File: config.mk
export PLATFORM = sky130hd
export DESIGN_NAME = scene_text_tokenizer_top
export DESIGN_NICKNAME = d
export VERILOG_FILES = /design/src/rtl/stt_pkg.sv /design/src/rtl/stt_decode.sv /design/src/rtl/stt_outq.sv /design/src/rtl/scene_text_tokenizer_top.sv
export SDC_FILE = /design/constraint.sdc
export NUM_CORES = 1
export LEC_CHECK = 0
export ABC_AREA = 1
export BUFFER_PORTS_ARGS = -buffer_cell sky130_fd_sc_hd__buf_4
export CAP_MARGIN = 20
export CORE_UTILIZATION = 40
export DETAILED_ROUTE_END_ITERATION = 10
export GPL_TIMING_DRIVEN = 0
export PLACE_DENSITY = 0.69
export SYNTH_ARGS = -nofsm -noshare
export SYNTH_HDL_FRONTEND = slang
export SYNTH_HIERARCHICAL = 1
export SYNTH_SLANG_ARGS = --single-unit
File: constraint.sdc
create_clock -name clk -period 7.36 [get_ports clk]
set_input_delay 0.368 -clock clk [delete_from_list [all_inputs] [get_ports clk]]
set_output_delay 0.368 -clock clk [all_outputs]
set_load 0.01 [all_outputs]
File: src/rtl/stt_pkg.sv
// shared types, character constants and helpers for the scene text tokenizer
`default_nettype none
package stt_pkg;

	typedef enum logic [2:0] {
		MODE_IDLE    = 3'd0,
		MODE_COMMENT = 3'd1,
		MODE_STRING  = 3'd2,
		MODE_ESCAPE  = 3'd3,
		MODE_BARE    = 3'd4
	} mode_t;

	localparam logic [1:0] KIND_BYTE   = 2'd0;
	localparam logic [1:0] KIND_END    = 2'd1;
	localparam logic [1:0] KIND_STREAM = 2'd2;
	localparam logic [1:0] KIND_ERROR  = 2'd3;

	localparam logic [1:0] ERR_NEWLINE = 2'd0;
	localparam logic [1:0] ERR_ESCAPE  = 2'd1;
	localparam logic [1:0] ERR_UNTERM  = 2'd2;
	localparam logic [1:0] ERR_NONE    = 2'd0;

	localparam logic [7:0] CH_HASH   = 8'h23;
	localparam logic [7:0] CH_DQUOTE = 8'h22;
	localparam logic [7:0] CH_SQUOTE = 8'h27;
	localparam logic [7:0] CH_LBRACK = 8'h5B;
	localparam logic [7:0] CH_RBRACK = 8'h5D;
	localparam logic [7:0] CH_BSLASH = 8'h5C;
	localparam logic [7:0] CH_LF     = 8'h0A;
	localparam logic [7:0] CH_CR     = 8'h0D;
	localparam logic [7:0] CH_SPACE  = 8'h20;
	localparam logic [7:0] CH_TAB    = 8'h09;

	localparam int MaxResults = 3;

	typedef struct packed {
		logic [1:0] kind;
		logic [7:0] token_byte;
		logic [1:0] error_code;
	} result_t;

	// results caused by one input word, entry 0 goes out first
	typedef struct packed {
		result_t [MaxResults-1:0] res;
		logic [1:0]               cnt;
	} bundle_t;

	function automatic result_t mk_result(input logic [1:0] kind, input logic [7:0] tb,
			input logic [1:0] err);
		result_t r;
		r.kind       = kind;
		r.token_byte = tb;
		r.error_code = err;
		return r;
	endfunction

	function automatic logic is_ws(input logic [7:0] c);
		return (c == CH_SPACE) || ((c >= CH_TAB) && (c <= CH_CR));
	endfunction

	// msb set when the escape is legal, low byte is the translated character
	function automatic logic [8:0] esc_xlate(input logic [7:0] c);
		logic [8:0] r;
		case (c)
			8'h62:     r = {1'b1, 8'h08};
			8'h66:     r = {1'b1, 8'h0C};
			8'h6E:     r = {1'b1, 8'h0A};
			8'h72:     r = {1'b1, 8'h0D};
			8'h74:     r = {1'b1, 8'h09};
			CH_BSLASH: r = {1'b1, CH_BSLASH};
			CH_SQUOTE: r = {1'b1, CH_SQUOTE};
			CH_DQUOTE: r = {1'b1, CH_DQUOTE};
			default:   r = 9'h000;
		endcase
		return r;
	endfunction

endpackage
`default_nettype wire

File: src/rtl/stt_decode.sv
// per-byte lexer decode: next mode and the results of one input word
`default_nettype none
module stt_decode
	import stt_pkg::*;
(
	input  mode_t      mode,
	input  logic [7:0] in_byte,
	input  logic       stream_end,
	output mode_t      next_mode,
	output bundle_t    bnd
);

	logic [1:0] n;
	logic       do_idle;
	logic [8:0] esc;

	always_comb begin
		bnd       = '0;
		n         = 2'd0;
		next_mode = mode;
		do_idle   = 1'b0;
		esc       = esc_xlate(in_byte);
		if (stream_end) begin
			if (mode == MODE_BARE) begin
				bnd.res[n] = mk_result(KIND_END, 8'h00, ERR_NONE);
				n = n + 2'd1;
			end else if (mode == MODE_STRING || mode == MODE_ESCAPE) begin
				bnd.res[n] = mk_result(KIND_ERROR, 8'h00, ERR_UNTERM);
				n = n + 2'd1;
			end
			bnd.res[n] = mk_result(KIND_STREAM, 8'h00, ERR_NONE);
			n = n + 2'd1;
			next_mode = MODE_IDLE;
		end else begin
			case (mode)
				MODE_COMMENT: begin
					if (in_byte == CH_LF || in_byte == CH_CR)
						next_mode = MODE_IDLE;
				end
				MODE_STRING: begin
					if (in_byte == CH_LF) begin
						bnd.res[n] = mk_result(KIND_ERROR, 8'h00, ERR_NEWLINE);
						n = n + 2'd1;
						next_mode = MODE_IDLE;
					end else if (in_byte == CH_BSLASH) begin
						next_mode = MODE_ESCAPE;
					end else if (in_byte == CH_DQUOTE) begin
						bnd.res[n] = mk_result(KIND_BYTE, in_byte, ERR_NONE);
						n = n + 2'd1;
						bnd.res[n] = mk_result(KIND_END, 8'h00, ERR_NONE);
						n = n + 2'd1;
						next_mode = MODE_IDLE;
					end else begin
						bnd.res[n] = mk_result(KIND_BYTE, in_byte, ERR_NONE);
						n = n + 2'd1;
					end
				end
				MODE_ESCAPE: begin
					if (in_byte == CH_LF) begin
						bnd.res[n] = mk_result(KIND_ERROR, 8'h00, ERR_NEWLINE);
						n = n + 2'd1;
						next_mode = MODE_IDLE;
					end else if (esc[8]) begin
						bnd.res[n] = mk_result(KIND_BYTE, esc[7:0], ERR_NONE);
						n = n + 2'd1;
						next_mode = MODE_STRING;
					end else begin
						bnd.res[n] = mk_result(KIND_ERROR, 8'h00, ERR_ESCAPE);
						n = n + 2'd1;
						next_mode = MODE_IDLE;
					end
				end
				MODE_BARE: begin
					if (is_ws(in_byte) || in_byte == CH_DQUOTE ||
							in_byte == CH_LBRACK || in_byte == CH_RBRACK) begin
						bnd.res[n] = mk_result(KIND_END, 8'h00, ERR_NONE);
						n = n + 2'd1;
						do_idle = 1'b1;
					end else begin
						bnd.res[n] = mk_result(KIND_BYTE, in_byte, ERR_NONE);
						n = n + 2'd1;
					end
				end
				default: begin
					do_idle = 1'b1;
				end
			endcase
			// byte seen between tokens, also the byte that closed a bare token
			if (do_idle) begin
				next_mode = MODE_IDLE;
				if (is_ws(in_byte)) begin
					next_mode = MODE_IDLE;
				end else if (in_byte == CH_HASH) begin
					next_mode = MODE_COMMENT;
				end else begin
					bnd.res[n] = mk_result(KIND_BYTE, in_byte, ERR_NONE);
					n = n + 2'd1;
					if (in_byte == CH_DQUOTE) begin
						next_mode = MODE_STRING;
					end else if (in_byte == CH_LBRACK || in_byte == CH_RBRACK) begin
						bnd.res[n] = mk_result(KIND_END, 8'h00, ERR_NONE);
						n = n + 2'd1;
						next_mode = MODE_IDLE;
					end else begin
						next_mode = MODE_BARE;
					end
				end
			end
		end
		bnd.cnt = n;
	end

endmodule
`default_nettype wire

File: src/rtl/stt_outq.sv
// result register: holds the results of one word and hands them out one per cycle while out_stall is low
`default_nettype none
module stt_outq
	import stt_pkg::*;
(
	input  logic       clk,
	input  logic       arst_n,
	input  logic       load,
	input  bundle_t    bnd,
	output logic       free,
	output logic       out_valid,
	input  logic       out_stall,
	output logic [1:0] kind,
	output logic [7:0] token_byte,
	output logic [1:0] error_code,
	output logic       last
);

	result_t [MaxResults-1:0] res_q;
	logic [1:0]               cnt_q;
	logic                     take;

	assign out_valid  = (cnt_q != 2'd0);
	assign take       = out_valid && !out_stall;
	assign free       = (cnt_q == 2'd0) || ((cnt_q == 2'd1) && !out_stall);
	assign kind       = res_q[0].kind;
	assign token_byte = res_q[0].token_byte;
	assign error_code = res_q[0].error_code;
	assign last       = (cnt_q == 2'd1);

	always_ff @(posedge clk or negedge arst_n) begin
		if (!arst_n) begin
			cnt_q <= 2'd0;
		end else if (load) begin
			cnt_q <= bnd.cnt;
		end else if (take) begin
			cnt_q <= cnt_q - 2'd1;
		end
	end

	always_ff @(posedge clk) begin
		if (load) begin
			res_q <= bnd.res;
		end else if (take) begin
			for (int i = 0; i < MaxResults - 1; i++)
				res_q[i] <= res_q[i+1];
		end
	end

endmodule
`default_nettype wire

File: src/rtl/scene_text_tokenizer_top.sv
// top level of the scene text tokenizer: input register, lexer mode, result queue
//
//  channel | handshake           | payload
//  --------+---------------------+------------------------------------------
//  in      | in_valid / in_stall  | in_byte[7:0], stream_end
//  out     | out_valid / out_stall| kind[1:0], token_byte[7:0], error_code[1:0], last
//
// one word per cycle while each word gives at most one result and out_stall is low;
// a word giving more results holds back the next until its last result is leaving,
// set by the single result register port; words pass the input and result registers
// reset clears the input valid bit, the result count and the lexer mode (idle)
// out_stall backs up through the result queue into in_stall in the same cycle
// words that produce nothing are consumed even while earlier results wait
`default_nettype none
module scene_text_tokenizer_top
	import stt_pkg::*;
(
	input  logic       clk,
	input  logic       arst_n,
	input  logic       in_valid,
	output logic       in_stall,
	input  logic [7:0] in_byte,
	input  logic       stream_end,
	output logic       out_valid,
	input  logic       out_stall,
	output logic [1:0] kind,
	output logic [7:0] token_byte,
	output logic [1:0] error_code,
	output logic       last
);

	// input register
	logic       valid_s1;
	logic [7:0] byte_s1;
	logic       end_s1;

	// lexer state
	mode_t      mode_q;
	mode_t      next_mode;

	bundle_t    bnd;
	logic       q_free;
	logic       consume;
	logic       load;

	// a word leaves the input register when it makes nothing or the queue frees up
	assign consume  = valid_s1 && ((bnd.cnt == 2'd0) || q_free);
	assign load     = consume && (bnd.cnt != 2'd0);
	assign in_stall = valid_s1 && !consume;

	always_ff @(posedge clk or negedge arst_n) begin
		if (!arst_n) begin
			valid_s1 <= 1'b0;
		end else if (!in_stall) begin
			valid_s1 <= in_valid;
		end
	end

	always_ff @(posedge clk) begin
		if (in_valid && !in_stall) begin
			byte_s1 <= in_byte;
			end_s1  <= stream_end;
		end
	end

	// mode advances once per consumed word
	always_ff @(posedge clk or negedge arst_n) begin
		if (!arst_n) begin
			mode_q <= MODE_IDLE;
		end else if (consume) begin
			mode_q <= next_mode;
		end
	end

	stt_decode u_decode (
		.mode       (mode_q),
		.in_byte    (byte_s1),
		.stream_end (end_s1),
		.next_mode  (next_mode),
		.bnd        (bnd)
	);

	stt_outq u_outq (
		.clk        (clk),
		.arst_n     (arst_n),
		.load       (load),
		.bnd        (bnd),
		.free       (q_free),
		.out_valid  (out_valid),
		.out_stall  (out_stall),
		.kind       (kind),
		.token_byte (token_byte),
		.error_code (error_code),
		.last       (last)
	);

	// results only overwrite the queue once its last result is leaving
	a_no_overwrite: assert property (@(posedge clk) disable iff (!arst_n)
		load |-> (!out_valid || (last && !out_stall)))
		else $error("result queue overwritten before drained");

	// every stream end returns the lexer to idle
	a_end_idle: assert property (@(posedge clk) disable iff (!arst_n)
		(consume && end_s1) |=> (mode_q == MODE_IDLE))
		else $error("lexer not idle after stream end");

	// input is only held back by a waiting word
	a_stall_cause: assert property (@(posedge clk) disable iff (!arst_n)
		in_stall |-> (valid_s1 && out_valid && (out_stall || !last)))
		else $error("input stalled without a waiting word");

endmodule
`default_nettype wire
# Word level (Yosys, flattened, before mapping)
# Index checks and enable logic that the tools add are counted.
# op_classes
add_sub_neg	4
n_lt_le_gt_ge	8
n_eq_ne	21
mux	62
bitwise	6
reduce_logical	31
# op_table
op	count
$mux 36	6
$mux 12	13
$demux 12 s2	3
$mux 24	3
$pmux 9 s8	1
$not 33->33	2
$eq 8x7->1 const B	8
$bwmux 36	1
$pmux 12 s3	1
$and 11x33->33	1
$and 33x33->33	1
$mux 3	11
$eq 8x6->1 const B	4
$mux 2	15
$mux 11	2
$eq 8x4->1 const B	2
$logic_and 1x1->1	10
$logic_or 1x1->1	9
$lt 2x3->1 const B	3
$pmux 3 s3	1
$ge 8x4->1 const B	1
$le 8x4->1 const B	1
$add 2x1->2 const B	3
$eq 3x2->1 const B	2
19 further kinds	28
# word_totals
regBits	51
inputBits	13
out_inout_bits	15
elab_cells	146

# Longest topological paths before layout
# Gate-level depths: netlist of run 1.
# depth
word_depth	21
ltp_mapped	21
depth_no_buf	20

# Modules after synthesis
# Netlist of run 1, hierarchy kept.
# by_module_without_submodules
mod	n_inst	cells_each	area_each_um2	seq_area_each_um2
stt_outq	1	148	1649.1	1131.1
stt_decode	1	235	1233.7	0.0
scene_text_tokenizer_top	1	34	460.4	370.4

# Least setup slack after synthesis of run 1
# No wires, ideal clock.
# synth_path
kind	register to register
startpoint	reg mode_q[1]
endpoint	reg u_outq.res_q (netlist bit u_outq/error_code[0]), enable pin
setup_ns	0.382
arrival_time_ns	3.748
t_required_ns	6.978
slack_ns	3.230
path_stages_with_launch	18
n_path_buf	0
synth_period_minus_slack_ns	4.130
path_cell_list	dfrtp_1 inv_1 nor2_1 inv_1 nor2_1 inv_1 nand3_1 inv_1 ha_1 nor3_1 nor2_1 nor2_1 o21ai_1 o21ai_2 nand2_2 nor2_1 inv_2 nand2_1
# synth_rtl
item	line_no	rtl
start, declared	scene_text_tokenizer_top.sv:38	mode_t mode_q;
start signal, assigned	scene_text_tokenizer_top.sv:71	mode_q <= next_mode;
end signal, assigned	stt_outq.sv:43	res_q <= bnd.res;
end signal, assigned by index	stt_outq.sv:46	res_q[i] <= res_q[i+1];
end, declared	stt_outq.sv:19	result_t [MaxResults-1:0] res_q;

==> results of run 1 <==
per-stage QoR:
step	power, mW	std cells
2_1_floorplan	1.34	421
3_3_place_gp	1.58	550
3_5_place_dp	1.61	551
4_1_cts	1.78	560
5_1_grt	1.96	561
6_report	1.79	561
layout by cell type (no fill, tap or decap), drive strengths merged, types with 6 or more instances in the layout:
cell / n
nand3: 24
nor3: 21
nor2: 45
edfxtp: 45
inv: 37
dfrtp: 6
nand2: 172
o21ai: 18
buf: 54
clkbuf: 6
ha: 7
power breakdown:
part           switching (mW)  internal (mW)
Sequential             0.0565          0.533
Combinational           0.637          0.402
Clock                  0.0992         0.0666
Total                   0.793           1.00
cell type report:
| class | count | area, um2 | share of cell area (%) |
|---|---|---|---|
| multi-input combinational | 306 | 1500 | 39.1 |
| tap | 102 | 128 | 3.34 |
| buffer | 26 | 218 | 5.69 |
| inverter | 38 | 143 | 3.73 |
| clock buffer | 5 | 68.8 | 1.80 |
| sequential | 51 | 1500 | 39.2 |
| timing repair buffer | 30 | 251 | 6.57 |
| clock inverter | 3 | 20.0 | 0.523 |
cells in the mapped netlist:
| library cell | count | area [um2] |
|---|---|---|
| nand2_1 | 159 | 597 |
| edfxtp_1 | 45 | 1350 |
| nor2_1 | 37 | 139 |
| inv_1 | 27 | 101 |
| nand3_1 | 24 | 120 |
| buf_4 | 20 | 150 |
| nor3_1 | 12 | 60.1 |
| o21ai_1 | 11 | 55.1 |
| inv_2 | 10 | 37.5 |
| nor3_2 | 9 | 90.1 |
| ha_1 | 7 | 87.6 |
| nand2_2 | 7 | 43.8 |
| dfrtp_1 | 6 | 150 |
| o21ai_0 | 6 | 30.0 |
| nand2_4 | 5 | 56.3 |
| nor2_2 | 5 | 31.3 |
| a21oi_1 | 4 | 20.0 |
| a31oi_1 | 3 | 18.8 |
| buf_6 | 3 | 33.8 |
| nand4_1 | 3 | 18.8 |
| nor2_4 | 3 | 33.8 |
| buf_8 | 2 | 30.0 |
| clkbuf_1 | 1 | 3.75 |
| clkinv_1 | 1 | 3.75 |
| conb_1 | 1 | 3.75 |
| nand2_8 | 1 | 20.0 |
| nand4_4 | 1 | 21.3 |
| nor4_1 | 1 | 6.26 |
| o211ai_1 | 1 | 7.51 |
| o21ai_2 | 1 | 8.76 |
| o22ai_2 | 1 | 12.5 |
worst reg2reg max path, delay by kind of cell, from the launching register on:
kind	cells	cell delay, ns
AND/OR/NAND/NOR	9	2.01
buffers and inverters	6	0.88
flip-flops	1	0.41
AO/OA/AOI/OAI	2	0.37
adder cells (fa/ha/maj)	1	0.29
sequential cells by signal (all words and copies together), names as in the netlist:
| register | count |
|---|---|
| byte_s1 | 8 |
| u_outq/cnt_q | 2 |
| u_outq/res_q | 24 |
| u_outq/error_code | 2 |
| u_outq/token_byte | 8 |
| mode_q | 3 |
| end_s1 | 1 |
| u_outq/kind | 2 |
| valid_s1 | 1 |
how the worst max path moves through the flow:
stage,end,slack (ns)
after detailed placement,u_outq/res_q[14],2.74
final,u_outq/res_q[17],3.11
after floorplan,u_outq/error_code[0],3.23
after global placement,u_outq/res_q[17],2.21
after CTS,u_outq/token_byte[6],2.69
after global routing,u_outq/res_q[17],2.78
routing by layer:
| layer | wire, um | vias up | global-route usage (%) |
|---|---|---|---|
| li1 | - | 1409 | - |
| met2 | 3380 | 58 | 30.9 |
| met3 | 256 | 9 | 2.20 |
| met4 | 96 | 0 | 5.00 |
| met5 | 0 | - | 0 |
| met1 | 3190 | 1228 | 23.2 |
cell families (layout without fill, tap and decap cells):
| family | after synthesis | after routing | share of synthesized area [%] |
|---|---|---|---|
| AO/OA/AOI/OAI | 27 | 27 | 4.57 |
| adder cells (fa/ha/maj) | 7 | 7 | 2.62 |
| buffers and inverters | 64 | 102 | 10.8 |
| flip-flops | 51 | 51 | 44.9 |
| other | 1 | 5 | 0.112 |
| AND/OR/NAND/NOR | 267 | 267 | 37.0 |
==> flow_summary.toml, run 1 <==
[finish]
final_util_pct = 48.5
drive_above_1_share_pct = 22.7
diodes = 0
fillers = 783
area_growth_pct = 14.4
layout.nets = 478
postLayoutCellArea_um2 = 3830

[critical_path]
startpoint = "mode_q[1]"
r2r_setup_slack_ns = 3.11
cp.depth = 18
critPathArrivalTime_ns = 4.28
path_cells = "inv_1 -> nor2_1 -> inv_1 -> nor2_1 -> inv_1 -> nand3_1 -> inv_1 -> ha_1 -> nor3_1 -> nor2_1 -> nor2_1 -> o21ai_1 -> o21ai_2 -> nand2_2 -> nor2_1 -> inv_2 -> nand2_1 -> buf_16"
r2r-start = "mode_q[1]"
regToRegEndpoint = "u_outq/res_q[17]"
start_kind = "flop"
critical_path_buf_inv_count = 6
crit_type = "flop to flop"
crit_top_cell = "nor2_1"
end_kind = "flop"
worst-r2r-cell-count = 18
cpPeakStageDelay_ns = 0.41
critPathRequiredTime_ns = 7.39
critPathTopFamily = "simple AND/OR/NAND/NOR gates"
crit_path_max_fanout = 23
slowest_stage = "dfrtp_1"

[die]
num_io_pins = 28
start_util_pct = 42.4
core_area_um2 = 7890
die_area_um2 = 8730
die_w_um = 93.4
die_y_um = 93.4
fp-row-count = 32

[clock_network]
ctsResizeCount = 0
cts_tree = "done"
cts_root_buffer = "clkbuf_8"
cts_setup_buffers = 0
cts_buffer_depth = 2
clk_latency_ns = 0.31
ctsHtreeMaxLevel = 2
cts_sinks = 51
hold_buffers = 1
clk_pin_slew_ns = 0.10
cts_buffers = 5

[detailed_routing]
via_per_inst = 4.82
ant_nets = 0
drt_iter0_drc = 199
route.detailed.drc = 0
vias = 2704
wl_per_cell_um = 12.3
first_pass_iters = 4
totalWireLength_um = 6920

[min_path]
worstHoldPathCells = 1
holdCritStartpoint = "in_byte[1]"
worstHoldPathType = "input port to flop"
hold_path_end = "byte_s1[1]"

[logic_synthesis]
syn-cell-area_um2 = 3340
syn-mean-instance-area_um2 = 8.02
ys_seq_elements = 51
synth_cell_types = 31
ys_seq_area_share_pct = 44.9
synthCells = 417
ys_warn_count = 6

[grt]
grt.total_usage_pct = 17.8
gr-total-overflow = 0
grt_max_degree = 27
first_global_vias = 2574
grt_pass1_wl_um = 12100
grt_antenna_before_repair = 0

[placement]
dpl.hpwl_um = 5460
finalWeightedCongestion = 0.976
place_ws_ns = 2.74
dpl-instance-area_um2 = 3700
port_buffers = 27

[sta]
setup_tns_ns = 0
fmax_mhz = 235
finalSetupViolCount = 0
rsz0062_at_grt = "false"
finalMaxSlewViolations = 0
min_period_ns = 4.25
finalHoldViolCount = 0
whs_ns = 0.229
fin_skew_ns = 0.00381
finalWorstSetupSlack_ns = 3.11
tightest_slew_ns = 0.596
post-route-period-util_pct = 57.7
slew_headroom_pct = 60.1

[power_and_ir_drop]
ir_worst_vdd_mv = 0.148
powerDensity_nw_per_um2 = 469
leakage_nw = 1.81

[run_status]
status = "completed"

[flow_run]
drv_cap = 0
(Power assumes the default switching activity.)
==> run 2, diff against run 1 <==
==> constraint.sdc (replaced) <==
create_clock -name clk -period 4 [get_ports clk]
set_input_delay 0.2 -clock clk [delete_from_list [all_inputs] [get_ports clk]]
set_output_delay 0.2 -clock clk [all_outputs]
set_load 0.01 [all_outputs]
==> run 2 against run 1 <==
Compared with the run above:
- hold slack worse by 0.16 ns
- setup slack worse by 2.7 ns
- largest cell class is now multi-input combinational cells
- critical path depth is 2 higher
- non-clock buffer count is 1 lower
- critical path type unchanged
- largest power group unchanged
- highest routed layer unchanged
- sequential cell count stayed put
- global-route usage is 0.32 points lower
- routed wire length is 1.4% higher
==> flow_summary.toml, run 2 (same netlist as run 1, synthesis figures left out) <==
[clock_network]
ctsHtreeMaxLevel = 2
cts_tree = "done"
cts_sinks = 51
cts_buffers = 5
cts_buffer_depth = 2
cts_root_buffer = "clkbuf_8"
clk_latency_ns = 0.30
clk_pin_slew_ns = 0.10

[detailed_routing]
drt_iter0_drc = 145
totalWireLength_um = 7020
route.detailed.drc = 0
vias = 2662
wl_per_cell_um = 12.6
ant_nets = 0
first_pass_iters = 4
via_per_inst = 4.76

[min_path]
worstHoldPathType = "input port to flop"

[critical_path]
crit_path_max_fanout = 13
end_kind = "flop"
cpPeakStageDelay_ns = 0.45
slowest_stage = "edfxtp_1"
critPathArrivalTime_ns = 3.81
crit_top_cell = "nand2_1"
start_kind = "flop"
path_cells = "inv_1 -> nand2_1 -> nor2_2 -> nand2_1 -> nand3_1 -> nand3_1 -> inv_2 -> ha_1 -> o21ai_0 -> nor2_1 -> nor2_1 -> o21ai_1 -> o21ai_2 -> nand2_2 -> nor2_4 -> buf_4 -> buf_6 -> buf_8 -> nand2_1 -> nand2_1"
critPathRequiredTime_ns = 4.18
crit_type = "flop to flop"

[placement]
place_ws_ns = -0.889
dp.cells = 550
dpl-instance-area_um2 = 3690
dpl.hpwl_um = 5540
port_buffers = 27
finalWeightedCongestion = 0.943

[finish]
top_register = "u_outq/res_q"
area.sequential_um2 = 1500
multi_input_area_um2 = 1520
fillers = 769
final_util_pct = 48.6
instances_no_fill = 559
area_growth_pct = 14.6
mostFrequentLayoutCell = "nand2_1"
drive_above_1_share_pct = 23.6
mostFrequentLayoutCells = "nand2_1 (158), buf_4 (48), edfxtp_1 (45)"
largest_reg_flops = 24
layout.nets = 477
postLayoutCellArea_um2 = 3830
diodes = 0

[die]
core_area_um2 = 7890
num_io_pins = 28
die_y_um = 93.4
fp-row-count = 32
die_area_um2 = 8730
die_w_um = 93.4
start_util_pct = 42.4

[sta]
min_period_ns = 3.63
rsz0062_at_grt = "false"
fmax_mhz = 276
finalWorstSetupSlack_ns = 0.372
setup_tns_ns = 0
finalMaxSlewViolations = 0
whs_ns = 0.0645
tightest_slew_ns = 0.583
slew_headroom_pct = 61.0
finalSetupViolCount = 0
post-route-period-util_pct = 90.7
fin_skew_ns = 0.00383
finalHoldViolCount = 0

[power_and_ir_drop]
seq_power_share_pct = 32.8
power_frac_clock_pct = 10.9
switching_share_pct = 44.0
internal-power_mw = 1.86
ir_worst_vdd_mv = 0.342
combPwrFrac_pct = 56.3
p_total_mw = 3.33
leakage_nw = 1.81
switchingPower_mw = 1.46
powerDensity_nw_per_um2 = 868

[grt]
gr-total-overflow = 0
grt.total_usage_pct = 17.5
grt_antenna_before_repair = 0
first_global_vias = 2555
grt_pass1_wl_um = 11800
grt_max_degree = 27

[run_status]
status = "completed"

[flow_run]
drv_cap = 0
run 2: what timing repair did:
action                                 in CTS  in global routing
pin swaps                                   1                  0
setup endpoints to repair                  50                 48
resized for setup                           3                  3
endpoints found under the hold margin       6                  0
hold buffers                                1                  0
buffers inserted                            1                  0
run 2: layout make-up:
| class | instances | share of cell area (%) |
|---|---|---|
| plain buffers | 26 | 5.68 |
| clock buffers | 5 | 1.80 |
| clock inverters | 2 | 0.979 |
| inverters | 38 | 3.72 |
| multi-input cells | 306 | 39.6 |
| flip-flops and latches | 51 | 39.2 |
| well taps | 102 | 3.33 |
| repair buffers | 29 | 5.75 |
run 2: path summary, 6_finish.rpt:
path	cells past startpoint	slack (ns)	endpoint	start
max	20	0.37	u_outq/token_byte[1]	byte_s1[7]
min	1	0.06	byte_s1[0]	in_byte[0]
max reg2reg	20	0.37	u_outq/token_byte[1]	byte_s1[7]
min reg2reg	2	0.48	mode_q[0]	mode_q[0]
max in group asynchronous	2	3.66	u_outq/cnt_q[1]	arst_n
min in group asynchronous	2	0.23	mode_q[2]	arst_n
run 2: power by group through the flow:
stage / Clock, mW / Sequential [mW] / Combinational (mW)
6_report: 0.364 / 1.09 / 1.87
2_1_floorplan: 0 / 1.07 / 1.39
5_1_grt: 0.388 / 1.12 / 2.12
4_1_cts: 0.372 / 1.09 / 1.89
3_5_place_dp: 0 / 1.11 / 1.84
3_3_place_gp: 0 / 1.10 / 1.80
run 2: worst max-delay path: cells and delay by family (launching register included):
| family | cells | cell delay (ns) |
|---|---|---|
| AO/OA/AOI/OAI | 3 | 0.52 |
| AND/OR/NAND/NOR | 11 | 1.42 |
| flip-flops | 1 | 0.45 |
| adder cells (fa/ha/maj) | 1 | 0.24 |
| buffers and inverters | 5 | 0.86 |
run 2: layer usage:
metal / global-route usage [%] / routed length (um) / vias up
met3: 2.03 / 188 / 6
met2: 30.6 / 3410 / 49
met4: 4.74 / 56 / 0
li1: - / - / 1408
met1: 22.7 / 3370 / 1199
met5: 0 / 0 / -
